<file path="config.mk">
export PLATFORM = sky130hd
export DESIGN_NAME = utf8_to_utf16_decoder
export DESIGN_NICKNAME = d
export VERILOG_FILES = /design/src/sv/u8u16_pkg.sv /design/src/sv/u8u16_dec.sv /design/src/sv/utf8_to_utf16_decoder.sv
export VERILOG_INCLUDE_DIRS = /design/src /design/src/sv
export SDC_FILE = /design/constraint.sdc
export NUM_CORES = 1
export LEC_CHECK = 0
export ABC_AREA = 1
export BUFFER_PORTS_ARGS = -buffer_cell sky130_fd_sc_hd__buf_2
export CORE_AREA = 2 2 93 73
export CTS_CLUSTER_SIZE = 12
export DETAILED_ROUTE_END_ITERATION = 10
export DIE_AREA = 0 0 95 75
export PLACE_DENSITY_LB_ADDON = 0.2
export RECOVER_POWER = 25
export SETUP_SLACK_MARGIN = 0.5
export SYNTH_ARGS = -nofsm -noshare
export SYNTH_HDL_FRONTEND = slang
export SYNTH_SLANG_ARGS = --single-unit
</file>
<file path="constraint.sdc">
create_clock -name clk_i -period 6.2 [get_ports clk_i]
set_input_delay 0.62 -clock clk_i [delete_from_list [all_inputs] [get_ports clk_i]]
set_output_delay 0.62 -clock clk_i [all_outputs]
set_load 0.02 [all_outputs]
</file>
<file path="src/sv/utf8_to_utf16_decoder_macros.svh">
// ----------------------------------------------------------------------------
// UTF-8 to UTF-16 decoder assertion macros
// Shared property wrappers clocked on clk_i; U8U16_ASSERT is disabled while rst_ni is low.
// ----------------------------------------------------------------------------
`ifndef UTF8_TO_UTF16_DECODER_MACROS_SVH
`define UTF8_TO_UTF16_DECODER_MACROS_SVH

// Checked only while the block is out of reset.
`define U8U16_ASSERT(lbl, prop, msg) \
  lbl: assert property (@(posedge clk_i) disable iff (!rst_ni) prop) else $error(msg);

// Checked at every clock edge, during reset as well.
`define U8U16_ASSERT_ALWAYS(lbl, prop, msg) \
  lbl: assert property (@(posedge clk_i) prop) else $error(msg);

`endif

</file>
<file path="src/sv/u8u16_pkg.sv">
// ----------------------------------------------------------------------------
// UTF-8 to UTF-16 decoder package
// Types and constants shared by the decoder modules.
// ----------------------------------------------------------------------------
`timescale 1ns / 1ps

package u8u16_pkg;

  localparam logic [15:0] HiSurBase = 16'hD800;
  localparam logic [15:0] LoSurBase = 16'hDC00;
  localparam logic [20:0] SurFirst  = 21'h00D800;
  localparam logic [20:0] SurLast   = 21'h00DFFF;
  localparam logic [20:0] SupFirst  = 21'h010000;
  localparam logic [20:0] SupLast   = 21'h10FFFF;

  localparam logic [1:0] SeqNone  = 2'd0;
  localparam logic [1:0] SeqTwo   = 2'd1;
  localparam logic [1:0] SeqThree = 2'd2;
  localparam logic [1:0] SeqFour  = 2'd3;

  typedef struct packed {
    logic [1:0]  cnt;
    logic [15:0] unit0;
    logic        last0;
    logic [15:0] unit1;
  } result_t;

endpackage

</file>
<file path="src/sv/u8u16_dec.sv">
// ----------------------------------------------------------------------------
// UTF-8 sequence decoder
// Holds the open sequence and turns one byte into zero, one or two code units.
// ----------------------------------------------------------------------------
`timescale 1ns / 1ps

module u8u16_dec (
  input  logic                    clk_i,
  input  logic                    rst_ni,
  input  logic [7:0]              byte_i,
  input  logic                    advance_i,
  output u8u16_pkg::result_t      result_o
);

  logic [1:0]  owed_q, owed_d;
  logic [1:0]  seq_q, seq_d;
  logic [20:0] pcp_q, pcp_d;
  logic [20:0] cp;
  logic [19:0] sup;
  logic [1:0]  owed_dec;

  assign cp       = {pcp_q[14:0], byte_i[5:0]};
  assign sup      = 20'(cp - u8u16_pkg::SupFirst);
  assign owed_dec = owed_q - 2'd1;

  always_comb begin
    owed_d          = owed_q;
    seq_d           = seq_q;
    pcp_d           = pcp_q;
    result_o.cnt    = 2'd0;
    result_o.unit0  = {8'd0, byte_i};
    result_o.last0  = 1'b1;
    result_o.unit1  = 16'(u8u16_pkg::LoSurBase + {6'd0, sup[9:0]});
    if (owed_q == 2'd0) begin
      if (byte_i == 8'h00) begin
        seq_d = u8u16_pkg::SeqNone;
        pcp_d = '0;
      end else if (byte_i inside {[8'h01 : 8'h7F]}) begin
        result_o.cnt = 2'd1;
      end else if (byte_i inside {[8'hC0 : 8'hDF]}) begin
        pcp_d  = {16'd0, byte_i[4:0]};
        owed_d = 2'd1;
        seq_d  = u8u16_pkg::SeqTwo;
      end else if (byte_i inside {[8'hE0 : 8'hEF]}) begin
        pcp_d  = {17'd0, byte_i[3:0]};
        owed_d = 2'd2;
        seq_d  = u8u16_pkg::SeqThree;
      end else if (byte_i inside {[8'hF0 : 8'hF7]}) begin
        pcp_d  = {18'd0, byte_i[2:0]};
        owed_d = 2'd3;
        seq_d  = u8u16_pkg::SeqFour;
      end
    end else begin
      owed_d = owed_dec;
      if (owed_dec != 2'd0) begin
        pcp_d = cp;
      end else begin
        seq_d = u8u16_pkg::SeqNone;
        pcp_d = '0;
        case (seq_q)
          u8u16_pkg::SeqTwo: begin
            result_o.cnt   = 2'd1;
            result_o.unit0 = cp[15:0];
          end
          u8u16_pkg::SeqThree: begin
            result_o.unit0 = cp[15:0];
            if (cp < u8u16_pkg::SurFirst || cp > u8u16_pkg::SurLast) begin
              result_o.cnt = 2'd1;
            end
          end
          u8u16_pkg::SeqFour: begin
            result_o.unit0 = 16'(u8u16_pkg::HiSurBase + {6'd0, sup[19:10]});
            result_o.last0 = 1'b0;
            if (cp >= u8u16_pkg::SupFirst && cp <= u8u16_pkg::SupLast) begin
              result_o.cnt = 2'd2;
            end
          end
          default: begin
            result_o.cnt = 2'd0;
          end
        endcase
      end
    end
  end

  always_ff @(posedge clk_i or negedge rst_ni) begin
    if (!rst_ni) begin
      owed_q <= 2'd0;
      seq_q  <= u8u16_pkg::SeqNone;
      pcp_q  <= '0;
    end else if (advance_i) begin
      owed_q <= owed_d;
      seq_q  <= seq_d;
      pcp_q  <= pcp_d;
    end
  end

endmodule

</file>
<file path="src/sv/utf8_to_utf16_decoder.sv">
// ----------------------------------------------------------------------------
// UTF-8 to UTF-16 decoder
// Streams UTF-8 bytes in and UTF-16 code units out, surrogate pairs included.
// ----------------------------------------------------------------------------
// The block takes one byte per cycle while the output register can take its
// code units; a byte is held in the input register and its units in the output
// register. A byte that ends a supplementary code point yields a high and then
// a low surrogate; the two-entry output register holds the pair, so a later
// byte that yields a unit waits in the input register until the low surrogate
// is being taken.
`timescale 1ns / 1ps

module utf8_to_utf16_decoder (
  input  logic        clk_i,
  input  logic        rst_ni,
  input  logic        s_axis_tvalid_i,
  output logic        s_axis_tready_o,
  input  logic [7:0]  s_axis_tdata_i,   // [7:0] byte_in
  output logic        m_axis_tvalid_o,
  input  logic        m_axis_tready_i,
  output logic [15:0] m_axis_tdata_o,   // [15:0] code_unit
  output logic        m_axis_tlast_o    // run_last
);

  `include "utf8_to_utf16_decoder_macros.svh"

  logic               in_vld_q;
  logic [7:0]         in_byte_q;
  logic [1:0]         out_cnt_q;
  logic [15:0]        slot0_q;
  logic               last0_q;
  logic [15:0]        slot1_q;
  u8u16_pkg::result_t res;
  logic               pop;
  logic               out_free;
  logic               advance;
  logic               load;
  logic               slot0_hi;

  u8u16_dec u_dec (
    .clk_i     (clk_i),
    .rst_ni    (rst_ni),
    .byte_i    (in_byte_q),
    .advance_i (advance),
    .result_o  (res)
  );

  assign pop             = m_axis_tvalid_o && m_axis_tready_i;
  assign out_free        = (out_cnt_q == 2'd0) || ((out_cnt_q == 2'd1) && m_axis_tready_i);
  assign advance         = in_vld_q && ((res.cnt == 2'd0) || out_free);
  assign load            = advance && (res.cnt != 2'd0);
  assign s_axis_tready_o = !in_vld_q || advance;
  assign m_axis_tvalid_o = out_cnt_q != 2'd0;
  assign m_axis_tdata_o  = slot0_q;
  assign m_axis_tlast_o  = last0_q;
  assign slot0_hi        = slot0_q[15:10] == 6'b110110;

  always_ff @(posedge clk_i or negedge rst_ni) begin
    if (!rst_ni) begin
      in_vld_q  <= 1'b0;
      out_cnt_q <= 2'd0;
    end else begin
      if (s_axis_tready_o) begin
        in_vld_q <= s_axis_tvalid_i;
      end
      if (load) begin
        out_cnt_q <= res.cnt;
      end else if (pop) begin
        out_cnt_q <= out_cnt_q - 2'd1;
      end
    end
  end

  always_ff @(posedge clk_i) begin
    if (s_axis_tready_o && s_axis_tvalid_i) begin
      in_byte_q <= s_axis_tdata_i;
    end
    if (load) begin
      slot0_q <= res.unit0;
      last0_q <= res.last0;
      slot1_q <= res.unit1;
    end else if (pop) begin
      slot0_q <= slot1_q;
      last0_q <= 1'b1;
    end
  end

  `U8U16_ASSERT_ALWAYS(a_cnt_range, !rst_ni || out_cnt_q != 2'd3, "Output count out of range.")
  `U8U16_ASSERT(a_pair_head, (out_cnt_q == 2'd2) |-> (!last0_q && slot0_hi), "Bad pair head.")
  `U8U16_ASSERT(a_not_last_hi, (m_axis_tvalid_o && !m_axis_tlast_o) |-> slot0_hi, "Bad non-last unit.")
  `U8U16_ASSERT(a_in_hold, (in_vld_q && !advance) |=> (in_vld_q && $stable(in_byte_q)), "Held input request was lost.")

endmodule

</file>
==> summary.txt <==
Final layout
  – Seq. cell area: around 0.0016 mm2
  – Commonest non-fill, non-tap cell in the layout: nand2_1
  – Most frequent cells in the layout: nand2_1 (98), inv_1 (36), edfxtp_1 (35)
  – Fin nets: between 300 and 400
  – # diodes: 0
  – Syn-to-layout area delta: 13.4%
  – Final Cell Area: ~0.0034 mm2
  – Fill cell count: roughly 570
  – Final core occ: 0.558
  – Area of the multi-input gates: approximately 0.0012 mm2
  – Share of layout cells above drive strength 1: 0.202

Clocking
  – CTS Buffer Depth: 2
  – Post_cts resized: 0
  – CTS root buf: clkbuf_8
  – CTS Buf Count: 9
  – CTS hold repair buffers: 0
  – Clk_lat worst skew: between 0.3 and 0.4 ns
  – TritonCTS clock tree: yes
  – Level count of the clock H-tree: 3
  – CTS clk-pin slew, worst paths: 0.07 ns
  – Post-CTS setup buffer count: 0
  – Clk sinks: between 50 and 60

STA
  – RSZ-0062 raised after global routing: no
  – Setup Skew: between 0.008 and 0.009 ns
  – Final Hold Viols: 0
  – FMAX: between 300 and 400 MHz
  – Final period utilization: 0.463
  – Final setup viols: 0
  – Fin. max-slew vios: 0
  – Worst slew pin tran: roughly 1.2 ns
  – Min Tclk post-route: 2.87 ns
  – Slew HR: 0.189
  – Post-Route Setup TNS: 0 ns

Worst hold path
  – Hold Crit Class: in -> reg

Worst setup path
  – Worst path buffer plus inverter count: 4
  – Crit-path slowest cell: dfrtp_1
  – CP Max Fanout: 17
  – Critical path type: reg -> out
  – Crit path DAT: roughly 2.3 ns
  – Critical path cell sequence: nor2_4 > inv_2 > nor2_8 > inv_2 > nor2_4 > inv_2 > a21oi_2 > nand2_2 > nand3_4 > nand3_1 > buf_2
  – Crit path capture type: primary output
  – Worst path most repeated cell: inv_2
  – CP peak stage delay: around 0.57 ns
  – Largest delay share family, worst path: simple AND/OR/NAND/NOR gates
  – Worst Setup Start Kind: register
  – CP required: ~5.6 ns

Place
  – Cell Area, Placed: about 0.0032 mm2
  – PortBufs: 30
  – GPL Wtd Cong: 0.973
  – Post-DP HPWL: approximately 5100 um

Global routing
  – Largest net degree at the start of global routing: 30
  – GRT Total Usage: 0.213
  – Vias in the first global route: approximately 2100
  – Antenna violations before repair: 0
  – GRT overflow: 0
  – Global-route wire length before repair: ~11000 um

Synth
  – Mapped Nets: between 300 and 400
  – Synth Area per Inst: roughly 9.0 um2
  – Syn Inst Count: ~340
  – Top-area cell type share of the netlist area: 0.347
  – Netlist cell types: 38
  – Synth Flop Type: edfxtp_1
  – XOR/XNOR share of the synthesized area: 0.00289
  – Adder-cell share of the synthesized area: 0.0289
  – Async SR Flop Fraction: 0.386
  – Post-synthesis simple-gate area fraction: 0.281
  – Complex-gate fraction of the synthesized area: 0.0879
  – Top cell type by total area after synthesis: edfxtp_1
  – Post-synth EDFFs: 35
  – Ys Warns: 0
  – Synth Register Bits: 57
  – Area contributors post-synth: edfxtp_1 (35%), dfrtp_1 (18%), nand2_1 (12%)
  – Largest family of logic cells by synthesized area: simple AND/OR/NAND/NOR gates
  – Sequential fraction of the synthesis area: 0.528
  – Mux contribution to synthesized area: 0
  – Synthesized area: a little over 0.003 mm2

Floorplan
  – Die width: about 95 um
  – Die Y: between 70 and 80 um
  – I/O pin cnt: 31
  – Rows: 25
  – Core Area: 0.00616 mm2
  – Die area: 0.00713 mm2
  – Initial core utilization: 0.492

Drt
  – WL/cell: around 15 um
  – Initial DRC count: between 100 and 150
  – DRT Pass-1 Iters: 4
  – Count of antenna-violating nets left after detailed routing: 0
  – DRT Wirelength: 6680 um
  – Via count: around 2300
  – Drt via density: slightly above 5
  – Drt drc: 0

Power and ir drop
  – P_leak: between 1 and 1.5 nW
  – Peak supply drop: between 0.2 and 0.25 mV
  – Pwr dens: slightly below 500 mW/mm2

Job
  – Max-cap violations: 0

Run status
  – Outcome: finished, final reports clean
==> layer usage <==
metal	global-route usage	vias to the layer above	wire, um
met2	0.299	65	2800
met5	0	-	0
met3	0.0561	11	444
met4	0.0805	0	93
met1	0.317	1075	3340
li1	-	1184	-
==> worst register-to-register path, cell delays in order (launching register included) <==
cell	delay, ns
dfrtp_1	0.57
nor2_4	0.23
inv_2	0.10
nor2_8	0.11
inv_2	0.07
nor2_4	0.11
inv_2	0.08
a21oi_2	0.12
nand2_2	0.09
nand3_4	0.13
nand3_4	0.22
nand2_1	0.61
==> stage by stage <==
stage               hold slack [ns]  instances  power, mW  setup slack (ns)
global placement              0.513        441       1.29              3.47
CTS                           0.252        457       1.68              3.33
floorplan                     0.324        338       1.15              3.78
detailed placement            0.507        441       1.29              3.38
global route                  0.435        457       1.80              3.09
finish                        0.450        457       1.67              3.33
==> area by class of cell <==
cell class | instances | area share
flip-flops and latches | 57 | 0.465
multi-input cells | 232 | 0.353
inverters | 41 | 0.0447
repair buffers | 30 | 0.0433
clock buffers | 11 | 0.0411
well taps | 81 | 0.0295
clock inverters | 5 | 0.0229
==> report_power, final <==
part,internal [mW],switching (mW)
Combinational,0.198,0.425
Sequential,0.541,0.125
Clock,0.236,0.147
==> worst paths after layout <==
check,endpoint,slack [ns],cells past startpoint,start
setup / recovery,s_axis_tready_o,3.33,11,u_dec.owed_q[1]
hold / removal,in_byte_q[4],0.45,1,s_axis_tdata_i[4]
setup reg to reg,m_axis_tdata_o[10],3.39,11,u_dec.owed_q[1]
hold reg to reg,out_cnt_q[1],0.52,2,out_cnt_q[1]
max in group asynchronous,u_dec.pcp_q[9],4.96,1,rst_ni
min in group asynchronous,u_dec.seq_q[0],0.51,1,rst_ni
==> registers in the layout, summed over array words and instances (netlist names), 2 cells and up <==
name / count
in_byte_q: 8
u_dec.pcp_q: 15
out_cnt_q: 2
u_dec.owed_q: 2
u_dec.seq_q: 2
slot1_q: 10
m_axis_tdata_o: 16
==> Yosys cell counts (3+ instances only) <==
master	n
inv_2	4
nor3_1	9
a21oi_1	7
nand4_1	6
o21ai_0	14
dfrtp_1	22
inv_1	36
nor2_1	26
nor2_2	3
nand2_1	98
nand2_2	8
ha_1	7
edfxtp_1	35
nand3_1	22
o21ai_2	10
buf_2	4
==> kinds of logic (layout without fill, tap and decap cells) <==
group                      Yosys count  in the layout
and+or+nand+nor                    183            183
DFF                                 57             57
buffers and inverters               49             87
AOI/OAI and AO/OA                   41             41
adders and majority gates            7              7
xor gates and xnor gates             1              1
Power figures use the tool's default switching activity.
